File: src/sv/tht_ram.sv
// ----------------------------------------------------------------------------
// tht_ram
// Generic single write port, single read port RAM with registered read.
// ----------------------------------------------------------------------------
module tht_ram #(
  parameter int unsigned WIDTH = 8,
  parameter int unsigned DEPTH = 16
) (
  input  logic                     clk_i,
  input  logic                     we_i,
  input  logic [$clog2(DEPTH)-1:0] waddr_i,
  input  logic [WIDTH-1:0]         wdata_i,
  input  logic [$clog2(DEPTH)-1:0] raddr_i,
  output logic [WIDTH-1:0]         rdata_o
);

  logic [WIDTH-1:0] mem_q [DEPTH];
  logic [WIDTH-1:0] rdata_q;

  always_ff @(posedge clk_i) begin
    if (we_i) begin
      mem_q[waddr_i] <= wdata_i;
    end
    rdata_q <= mem_q[raddr_i];
  end

  assign rdata_o = rdata_q;

endmodule

File: config.mk
export PLATFORM = sky130hd
export DESIGN_NAME = tht_ram
export DESIGN_NICKNAME = d
export VERILOG_FILES = /design/src/sv/tht_ram.sv
export SDC_FILE = /design/constraint.sdc
export NUM_CORES = 1
export LEC_CHECK = 0
export ABC_AREA = 1
export BUFFER_PORTS_ARGS = -buffer_cell sky130_fd_sc_hd__buf_2
export CELL_PAD_IN_SITES_DETAIL_PLACEMENT = 1
export CELL_PAD_IN_SITES_GLOBAL_PLACEMENT = 1
export CORE_MARGIN = 5
export CORE_UTILIZATION = 49
export DETAILED_ROUTE_END_ITERATION = 10
export PLACE_DENSITY = 0.77
export SLEW_MARGIN = 5
export SYNTH_ARGS = -nofsm -noshare
export SYNTH_HDL_FRONTEND = slang
export SYNTH_SLANG_ARGS = --single-unit
export TNS_END_PERCENT = 1
File: constraint.sdc
create_clock -name clk_i -period 1.4 [get_ports clk_i]
set_input_delay 0.07 -clock clk_i [delete_from_list [all_inputs] [get_ports clk_i]]
set_output_delay 0.07 -clock clk_i [all_outputs]
set_load 0.005 [all_outputs]
==> impl_metrics.tcl, run 1 <==
set metrics [dict create \
    status "finished clean" \
    worstHoldStart "raddr_i[3]" \
    rsz0062_at_grt "no" \
    grt_pass1_vias 4128 \
    die_w_um 118 \
    grt_pass1_wl_um 23000 \
    yosysSeqAreaShare_pct 69.4 \
    powerDensity_nw_per_um2 1370 \
    wl_per_cell_um 19.6 \
    r2r-end "rdata_o[3]" \
    drtAntennaViolNets 0 \
    htree_num_levels 4 \
    slowest_delay_ns 0.36 \
    syn_area_um2 5770 \
    crit_path_start "mem_q[1][3]" \
    crit_type "flop to flop" \
    combPwrFrac_pct 6.5 \
    p_sw_mw 2.00 \
    n_antenna_cell 0 \
    syn2layout_area_growth_pct 15.5 \
    dr.first_iter.drc_count 312 \
    overflow 0 \
    track_usage_pct 21.9 \
    clockBufferDepth 2 \
    antenna_found_initial 0 \
    syn-num-nets 569 \
    hold_depth 3 \
    period_share_pct 72.6 \
    cts_resized 0 \
    drv_cap 0 \
    drt-total-wl_um 14700 \
    ir_drop_v 0.00100 \
    vias 3904 \
    fmax_ghz 0.984 \
    ys_types 12 \
    nets 614 \
    yosys.area.top_type "edfxtp_1" \
    synth_top_area_share_pct 66.7 \
    drc 0 \
    reg2reg_depth 6 \
    totalNegativeSetupSlack_ns 0 \
    slowest_stage "edfxtp_1" \
    core_um2 11500 \
    first_pass_iters 4 \
    cpMostUsedCell "nand3_1" \
    ys_top_cells_by_area "edfxtp_1, nand2_1, nand3_1" \
    post-route-util_pct 58.1 \
    cp.depth 6 \
    setup_violations 0 \
    fin_skew_ns 0.00564 \
    hold_buffers 0 \
    clk_latency_ns 0.41 \
    switching_share_pct 21.9 \
    intPower_mw 7.12 \
    cts_buffers 17 \
    hp-class "primary input to flop" \
    cp-start-kind "flop" \
    synth_cells 551 \
    cts_sinks 136 \
    via_per_inst 5.19 \
    path_delay_family "simple AND/OR/NAND/NOR gates" \
    gp_congestion 0.795 \
    end_kind "flop" \
    io_pins 26 \
    r2r_slack_ns 0.38 \
    floorplan.rows 39 \
    slew_headroom_pct 70.2 \
    die-area_um2 14000 \
    leakage_nw 2.92 \
    synth-warning-count 0 \
    r2r-start "mem_q[1][3]" \
    place.detailed.hpwl_um 9530 \
    place_area_um2 6140 \
    hold_violations 0 \
    worst_pin_slew_ns 0.447 \
    grt_max_degree 43 \
    path_max_fanout 1 \
    clockPowerShare_pct 43.2 \
    path_cells "inv_1, nand2_1, nand3_1, nand3_1, nand3_1, nand2_1" \
    critPathBufInv 1 \
    cts_tree "yes" \
    root_buffer "clkbuf_16" \
    die_y_um 118 \
    start_util_pct 50.3 \
    ys_ff_latch 136 \
    drive_above_1_share_pct 12.8 \
    slew_viol_final 0 \
    power_frac_seq_pct 50.3 \
    cts_setup_buffers 0 \
    portBuffers 25 \
    whs_endpoint "rdata_o[7]" \
    cp_data_required_time_ns 1.70 \
    syn_area_per_cell_um2 10.5 \
    period_needed_ns 1.02 \
    critPathArrivalTime_ns 1.32 \
    clk_pin_slew_ns 0.05 \
    final_area_um2 6660 \
]
power groups by stage:
| stage | Sequential, mW | Clock [mW] | Combinational [mW] |
|---|---|---|---|
| floorplan | 4.66 | 0 | 0.321 |
| global placement | 4.66 | 0 | 0.570 |
| detailed placement | 4.67 | 0 | 0.595 |
| CTS | 4.58 | 4.01 | 0.602 |
| global route | 4.59 | 4.22 | 0.657 |
| finish | 4.58 | 3.94 | 0.593 |
registers in the layout (all words and copies together) (netlist names):
register,cells
mem_q,128
rdata_o,8
placed cells by master, fill, tap and decap left out:
master / netlist / layout
clkinv_1: 0 / 4
inv_2: 2 / 2
clkbuf_16: 0 / 17
edfxtp_1: 128 / 128
inv_1: 100 / 100
clkbuf_1: 0 / 2
buf_2: 13 / 25
dfxtp_1: 8 / 8
buf_12: 0 / 4
nand3_1: 97 / 97
nand3b_1: 2 / 2
clkinvlp_4: 0 / 1
bufinv_16: 0 / 1
nor2_1: 17 / 17
buf_4: 4 / 21
nand2_1: 173 / 173
clkinv_2: 0 / 7
stage by stage:
stage | instances | setup slack [ns] | hold slack (ns) | power [mW]
6_report | 752 | 0.384 | 0.0267 | 9.12
5_1_grt | 752 | 0.306 | 0.0399 | 9.47
4_1_cts | 752 | 0.374 | 0.0167 | 9.20
3_5_place_dp | 720 | 0.181 | 0.451 | 5.26
3_3_place_gp | 720 | 0.231 | 0.432 | 5.23
2_1_floorplan | 551 | 0.379 | 0.169 | 4.98
cell type report:
class	count	area, um2
clock inverters	13	87.6
multi-input cells	289	1210
flip-flops and latches	136	4000
inverters	102	383
repair buffers	50	363
fillers	1244	4800
clock buffers	19	433
well taps	143	179
cells by family after synthesis:
kind of cell	share of synthesized area, %
AND/OR/NAND/NOR	21.0
flip-flops	69.4
buffers and inverters	9.52
worst max path at each step:
stage | endpoint | slack (ns)
final | rdata_o[3] | 0.38
after global routing | rdata_o[7] | 0.31
after CTS | rdata_o[7] | 0.37
after detailed placement | rdata_o[6] | 0.18
after global placement | rdata_o[6] | 0.23
after floorplan | mem_q[10][0] | 0.38
Yosys cell counts:
cell,number
nand2_1,173
edfxtp_1,128
inv_1,100
nand3_1,97
nor2_1,17
buf_2,13
dfxtp_1,8
buf_6,6
buf_4,4
inv_2,2
nand3b_1,2
buf_1,1
worst min-delay path: cells and delay by family:
family                 cells  cell delay [ns]
buffers and inverters      1             0.17
and+or+nand+nor            2             0.15
layer usage:
metal	track usage, %	routed length (um)
met3	4.39	660
met5	0	0
met2	36.6	7340
met4	7.51	227
met1	28.6	6480
No activity file was read; power rests on OpenSTA's default activity.
==> inputs of run 2 (changes only) <==
==> constraint.sdc (replaced) <==
create_clock -name clk_i -period 1 [get_ports clk_i]
set_input_delay 0.05 -clock clk_i [delete_from_list [all_inputs] [get_ports clk_i]]
set_output_delay 0.05 -clock clk_i [all_outputs]
set_load 0.005 [all_outputs]
==> run 2 against run 1 <==
  * The run now ends with setup timing left
  * Via count is 3.7% higher
  * Cell area is 4.7% higher
  * Clock power is 54% higher
  * Setup slack worse by 0.40 ns
  * First-iteration DRC count is 8.3% lower
  * Power is 48% higher
  * Clock skew is 0.0024 ns higher
  * Utilization is 2.7 points higher
  * Critical path depth stayed put
  * Critical endpoint is now rdata_o[7]
==> impl_metrics.tcl, run 2 (synthesized netlist as in run 1, its figures left out) <==
set metrics [dict create \
    status "finished, violations left" \
    failed_checks "setup timing" \
    drt-total-wl_um 15900 \
    grt_pass1_vias 4344 \
    n_antenna_cell 0 \
    grt_max_degree 38 \
    cpMostUsedCell "nand2_1" \
    place.detailed.hpwl_um 9890 \
    cts_buffers 17 \
    powerDensity_nw_per_um2 1930 \
    slew_viol_final 0 \
    cp-start-kind "flop" \
    final_area_um2 6980 \
    slowest_delay_ns 0.38 \
    fillers 1182 \
    grt_pass1_wl_um 24400 \
    drive_above_1_share_pct 20.9 \
    cp.depth 6 \
    whs_ns 0.0437 \
    path_max_fanout 1 \
    overflow 0 \
    critPathArrivalTime_ns 1.32 \
    die_y_um 118 \
    dr.first_iter.drc_count 286 \
    largest_reg_flops 128 \
    period_share_pct 101 \
    cts_sinks 136 \
    critPathBufInv 0 \
    slowest_stage "edfxtp_1" \
    die_w_um 118 \
    via_per_inst 5.33 \
    largest_register "mem_q" \
    drc 0 \
    end_kind "flop" \
    drv_cap 0 \
    start_util_pct 50.3 \
    cts_setup_buffers 0 \
    clk_latency_ns 0.42 \
    reg2reg_depth 6 \
    leakage_nw 3.06 \
    hold_violations 0 \
    clockBufferDepth 2 \
    path_delay_family "simple AND/OR/NAND/NOR gates" \
    slew_headroom_pct 69.1 \
    die-area_um2 14000 \
    drtAntennaViolNets 0 \
    ir_drop_v 0.00105 \
    worst_slack_ns -0.0110 \
    clk_pin_slew_ns 0.05 \
    gp_congestion 0.804 \
    core_um2 11500 \
    hold_buffers 0 \
    htree_num_levels 4 \
    syn2layout_area_growth_pct 21.0 \
    hold_depth 1 \
    worst_pin_slew_ns 0.462 \
    root_buffer "clkbuf_16" \
    period_needed_ns 1.01 \
    layout_commonest_cell "nand2_1" \
    preCtsSetupSlack_ns -0.157 \
    nets 621 \
    floorplan.rows 39 \
    fin_skew_ns 0.00806 \
    first_pass_iters 5 \
    setup_violations 2 \
    fmax_ghz 0.989 \
    cp_data_required_time_ns 1.31 \
    io_pins 26 \
    wl_per_cell_um 20.9 \
    antenna_found_initial 0 \
    hp-class "primary input to flop" \
    final_cell_mix "nand2_1, edfxtp_1, inv_1, nand3_1, nand3_2" \
    place_area_um2 6210 \
    crit_type "flop to flop" \
    path_cells "nand2_1, nand2_1, nand2_1, nand3_2, nand3_2, nand2_1" \
    vias 4049 \
    cts_tree "yes" \
    rsz0062_at_grt "yes" \
    track_usage_pct 23.3 \
    portBuffers 25 \
]
==> run 2: timing repair <==
action | in CTS | in global routing
pin swaps | 4 | 9
endpoints found under the setup margin | 6 | 8
gates resized for setup | 21 | 24
==> run 2: worst reg2reg max path: cells and delay by family, from the launching register on <==
kind	cells	cell delay, ns
and+or+nand+nor	6	0.52
DFF	1	0.38
==> run 2: routing by layer <==
layer / share of wire [%] / global-route usage [%]
met5: 0 / 0
met1: 41 / 29.2
met3: 4.2 / 4.49
met2: 52 / 40.3
met4: 2.8 / 8.50
==> run 2: cell type report <==
| class | count | area (um2) | area share, % |
|---|---|---|---|
| Sequential cell | 136 | 4000 | 57.4 |
| Multi-Input combinational cell | 289 | 1410 | 20.3 |
| Clock buffer | 20 | 437 | 6.26 |
| Timing Repair Buffer | 57 | 428 | 6.13 |
| Inverter | 102 | 383 | 5.49 |
| Tap cell | 143 | 179 | 2.56 |
| Clock inverter | 12 | 133 | 1.90 |
==> run 2: final timing paths <==
kind / from / to / slack [ns]
setup / recovery: mem_q[7][7] / rdata_o[7] / -0.01
hold / removal: wdata_i[3] / mem_q[3][3] / 0.04
hold reg to reg: mem_q[10][6] / rdata_o[6] / 0.71
setup reg to reg: mem_q[7][7] / rdata_o[7] / -0.01
==> run 2: metrics by stage <==
step	cells	utilization (%)	power (mW)	TNS, ns
after global placement	727	54.1	7.35	-1.19
final	759	60.8	13.5	-0.0155
after CTS	759	60.0	13.5	-0.00757
after global routing	759	60.8	13.9	-0.293
after detailed placement	727	54.1	7.40	-2.75
after floorplan	551	-	6.97	-0.0540
==> run 2: power by group <==
part           switching, mW  internal [mW]
combinational          0.662          0.302
clock                   2.22           3.86
sequential            0.0405           6.38
total                   2.92           10.5
==> inputs of run 3 (changes only) <==
--- a/config.mk
+++ b/config.mk
@@ -11,7 +11,9 @@
 export CELL_PAD_IN_SITES_GLOBAL_PLACEMENT = 1
 export CORE_MARGIN = 5
 export CORE_UTILIZATION = 49
+export CTS_CLUSTER_DIAMETER = 40
 export DETAILED_ROUTE_END_ITERATION = 10
+export MAX_ROUTING_LAYER = met4
 export PLACE_DENSITY = 0.77
 export SLEW_MARGIN = 5
 export SYNTH_ARGS = -nofsm -noshare
==> run 3 against run 2 <==
  * The run still ends with setup timing left
  * Die area unchanged
  * Combinational power down 0.4%
  * Power about the same
  * Clock power about the same
  * Global-route usage up 0.70 points
  * Cell area about the same
  * Maximum frequency decreased by 0.19%
  * Sequential share of layout area about the same
  * Non-clock buffer count stayed put
  * Final cell count stayed put
  * Sequential cell count did not move
  * First-iteration DRC count rose by 2.8%
  * Largest cell class unchanged
==> impl_metrics.tcl, run 3 (synthesized netlist as in run 1, its figures left out) <==
set metrics [dict create \
    status "finished, violations left" \
    failed_checks "setup timing" \
    r2r_slack_ns -0.01 \
    worst_pin_slew_ns 0.454 \
    fillers 1187 \
    overflow 0 \
    core_um2 11500 \
    final_cell_mix "nand2_1, edfxtp_1, inv_1, nand3_1, nand3_2" \
    nets 621 \
    final_area_um2 6970 \
    hold_depth 1 \
    clk_latency_ns 0.42 \
    layout_commonest_cell "nand2_1" \
    slowest_stage "edfxtp_1" \
    root_buffer "clkbuf_16" \
    place.detailed.hpwl_um 9890 \
    worstHoldStart "wdata_i[3]" \
    path_max_fanout 1 \
    rsz0062_at_grt "yes" \
    cts_sinks 136 \
    preCtsSetupSlack_ns -0.157 \
    reg2reg_depth 6 \
    n_antenna_cell 0 \
    drtAntennaViolNets 0 \
    layout.cells.non_filler 759 \
    largest_reg_flops 128 \
    critPathArrivalTime_ns 1.31 \
    ff_latch_area_um2 4000 \
    post-route-util_pct 60.8 \
    r2r-end "rdata_o[0]" \
    leakage_nw 3.05 \
    setup_violations 2 \
    end_kind "flop" \
    cts_tree "yes" \
    grt_pass1_wl_um 24400 \
    slowest_delay_ns 0.37 \
    track_usage_pct 24.0 \
    slew_headroom_pct 69.7 \
    whs_endpoint "mem_q[2][3]" \
    cpMostUsedCell "nand3_2" \
    period_share_pct 101 \
    ir_drop_v 0.00105 \
    drt-total-wl_um 15800 \
    antenna_found_initial 0 \
    die-area_um2 14000 \
    dr.first_iter.drc_count 294 \
    wl_per_cell_um 20.8 \
    path_delay_family "simple AND/OR/NAND/NOR gates" \
    cts_buffers 17 \
    floorplan.rows 39 \
    portBuffers 25 \
    gp_congestion 0.816 \
    dp.cells 727 \
    clk_pin_slew_ns 0.05 \
    cp-start-kind "flop" \
    syn2layout_area_growth_pct 20.9 \
    start_util_pct 50.3 \
    path_cells "inv_1, nand2_1, nand3_2, nand3_1, nand3_2, nand2_2" \
    period_needed_ns 1.01 \
    via_per_inst 5.35 \
    htree_num_levels 4 \
    place_area_um2 6210 \
    vias 4058 \
    first_pass_iters 5 \
    slew_viol_final 0 \
    hold_buffers 0 \
    grt_pass1_vias 4352 \
    grt_max_degree 38 \
    io_pins 26 \
    hp-class "primary input to flop" \
    crit_type "flop to flop" \
    die_w_um 118 \
    drive_above_1_share_pct 20.8 \
    r2r-start "mem_q[7][0]" \
    cp_data_required_time_ns 1.30 \
    multi_input_area_um2 1410 \
    powerDensity_nw_per_um2 1930 \
    clockBufferDepth 2 \
    critPathBufInv 1 \
    fin_skew_ns 0.00971 \
    worst_slack_ns -0.0129 \
    die_y_um 118 \
    drc 0 \
    hold_violations 0 \
    fmax_ghz 0.987 \
    largest_register "mem_q" \
    drv_cap 0 \
]
## run 3: repair_timing
item	CTS	global route
buffers inserted	0	0
pin swaps	4	10
setup endpoints to repair	6	8
gates resized for setup	21	23
endpoints found under the hold margin	0	0
## run 3: through the flow
| step | setup TNS (ns) | hold WS [ns] | total power [mW] |
|---|---|---|---|
| 6_report | -0.0148 | 0.0583 | 13.5 |
| 4_1_cts | -0.00757 | 0.0376 | 13.5 |
| 2_1_floorplan | -0.0540 | 0.149 | 6.97 |
| 3_5_place_dp | -2.75 | 0.437 | 7.40 |
| 5_1_grt | -0.244 | 0.0590 | 13.9 |
| 3_3_place_gp | -1.19 | 0.435 | 7.35 |
## run 3: how the worst max path moves through the flow
| stage | startpoint | endpoint | slack, ns | cells after the start |
|---|---|---|---|---|
| 6_report | mem_q[7][0] | rdata_o[0] | -0.01 | 6 |
| 5_1_grt | mem_q[11][2] | rdata_o[2] | -0.06 | 6 |
| 4_1_cts | mem_q[8][1] | rdata_o[1] | -0.008 | 6 |
| 3_5_place_dp | raddr_i[0] | rdata_o[2] | -0.16 | 7 |
| 3_3_place_gp | raddr_i[0] | rdata_o[2] | -0.15 | 7 |
| 2_1_floorplan | waddr_i[3] | mem_q[4][0] | -0.0008 | 2 |
## run 3: area by class of cell
class	instances	share of cell area [%]
clock inverters	12	1.90
flip-flops and latches	136	57.4
inverters	102	5.49
repair buffers	57	6.14
multi-input cells	289	20.2
clock buffers	20	6.26
well taps	143	2.57
## run 3: per-layer routing
layer	GRT usage [%]	vias up	wire length (um)
li1	-	1880	-
met2	40.2	110	8170
met4	8.50	0	368
met5	-	-	0
met3	4.44	26	665
met1	29.2	2042	6600
## run 3: report_power, final
part           switching, mW  internal (mW)
Sequential            0.0403           6.38
Clock                   2.22           3.86
Combinational          0.659          0.301
Total                   2.91           10.5
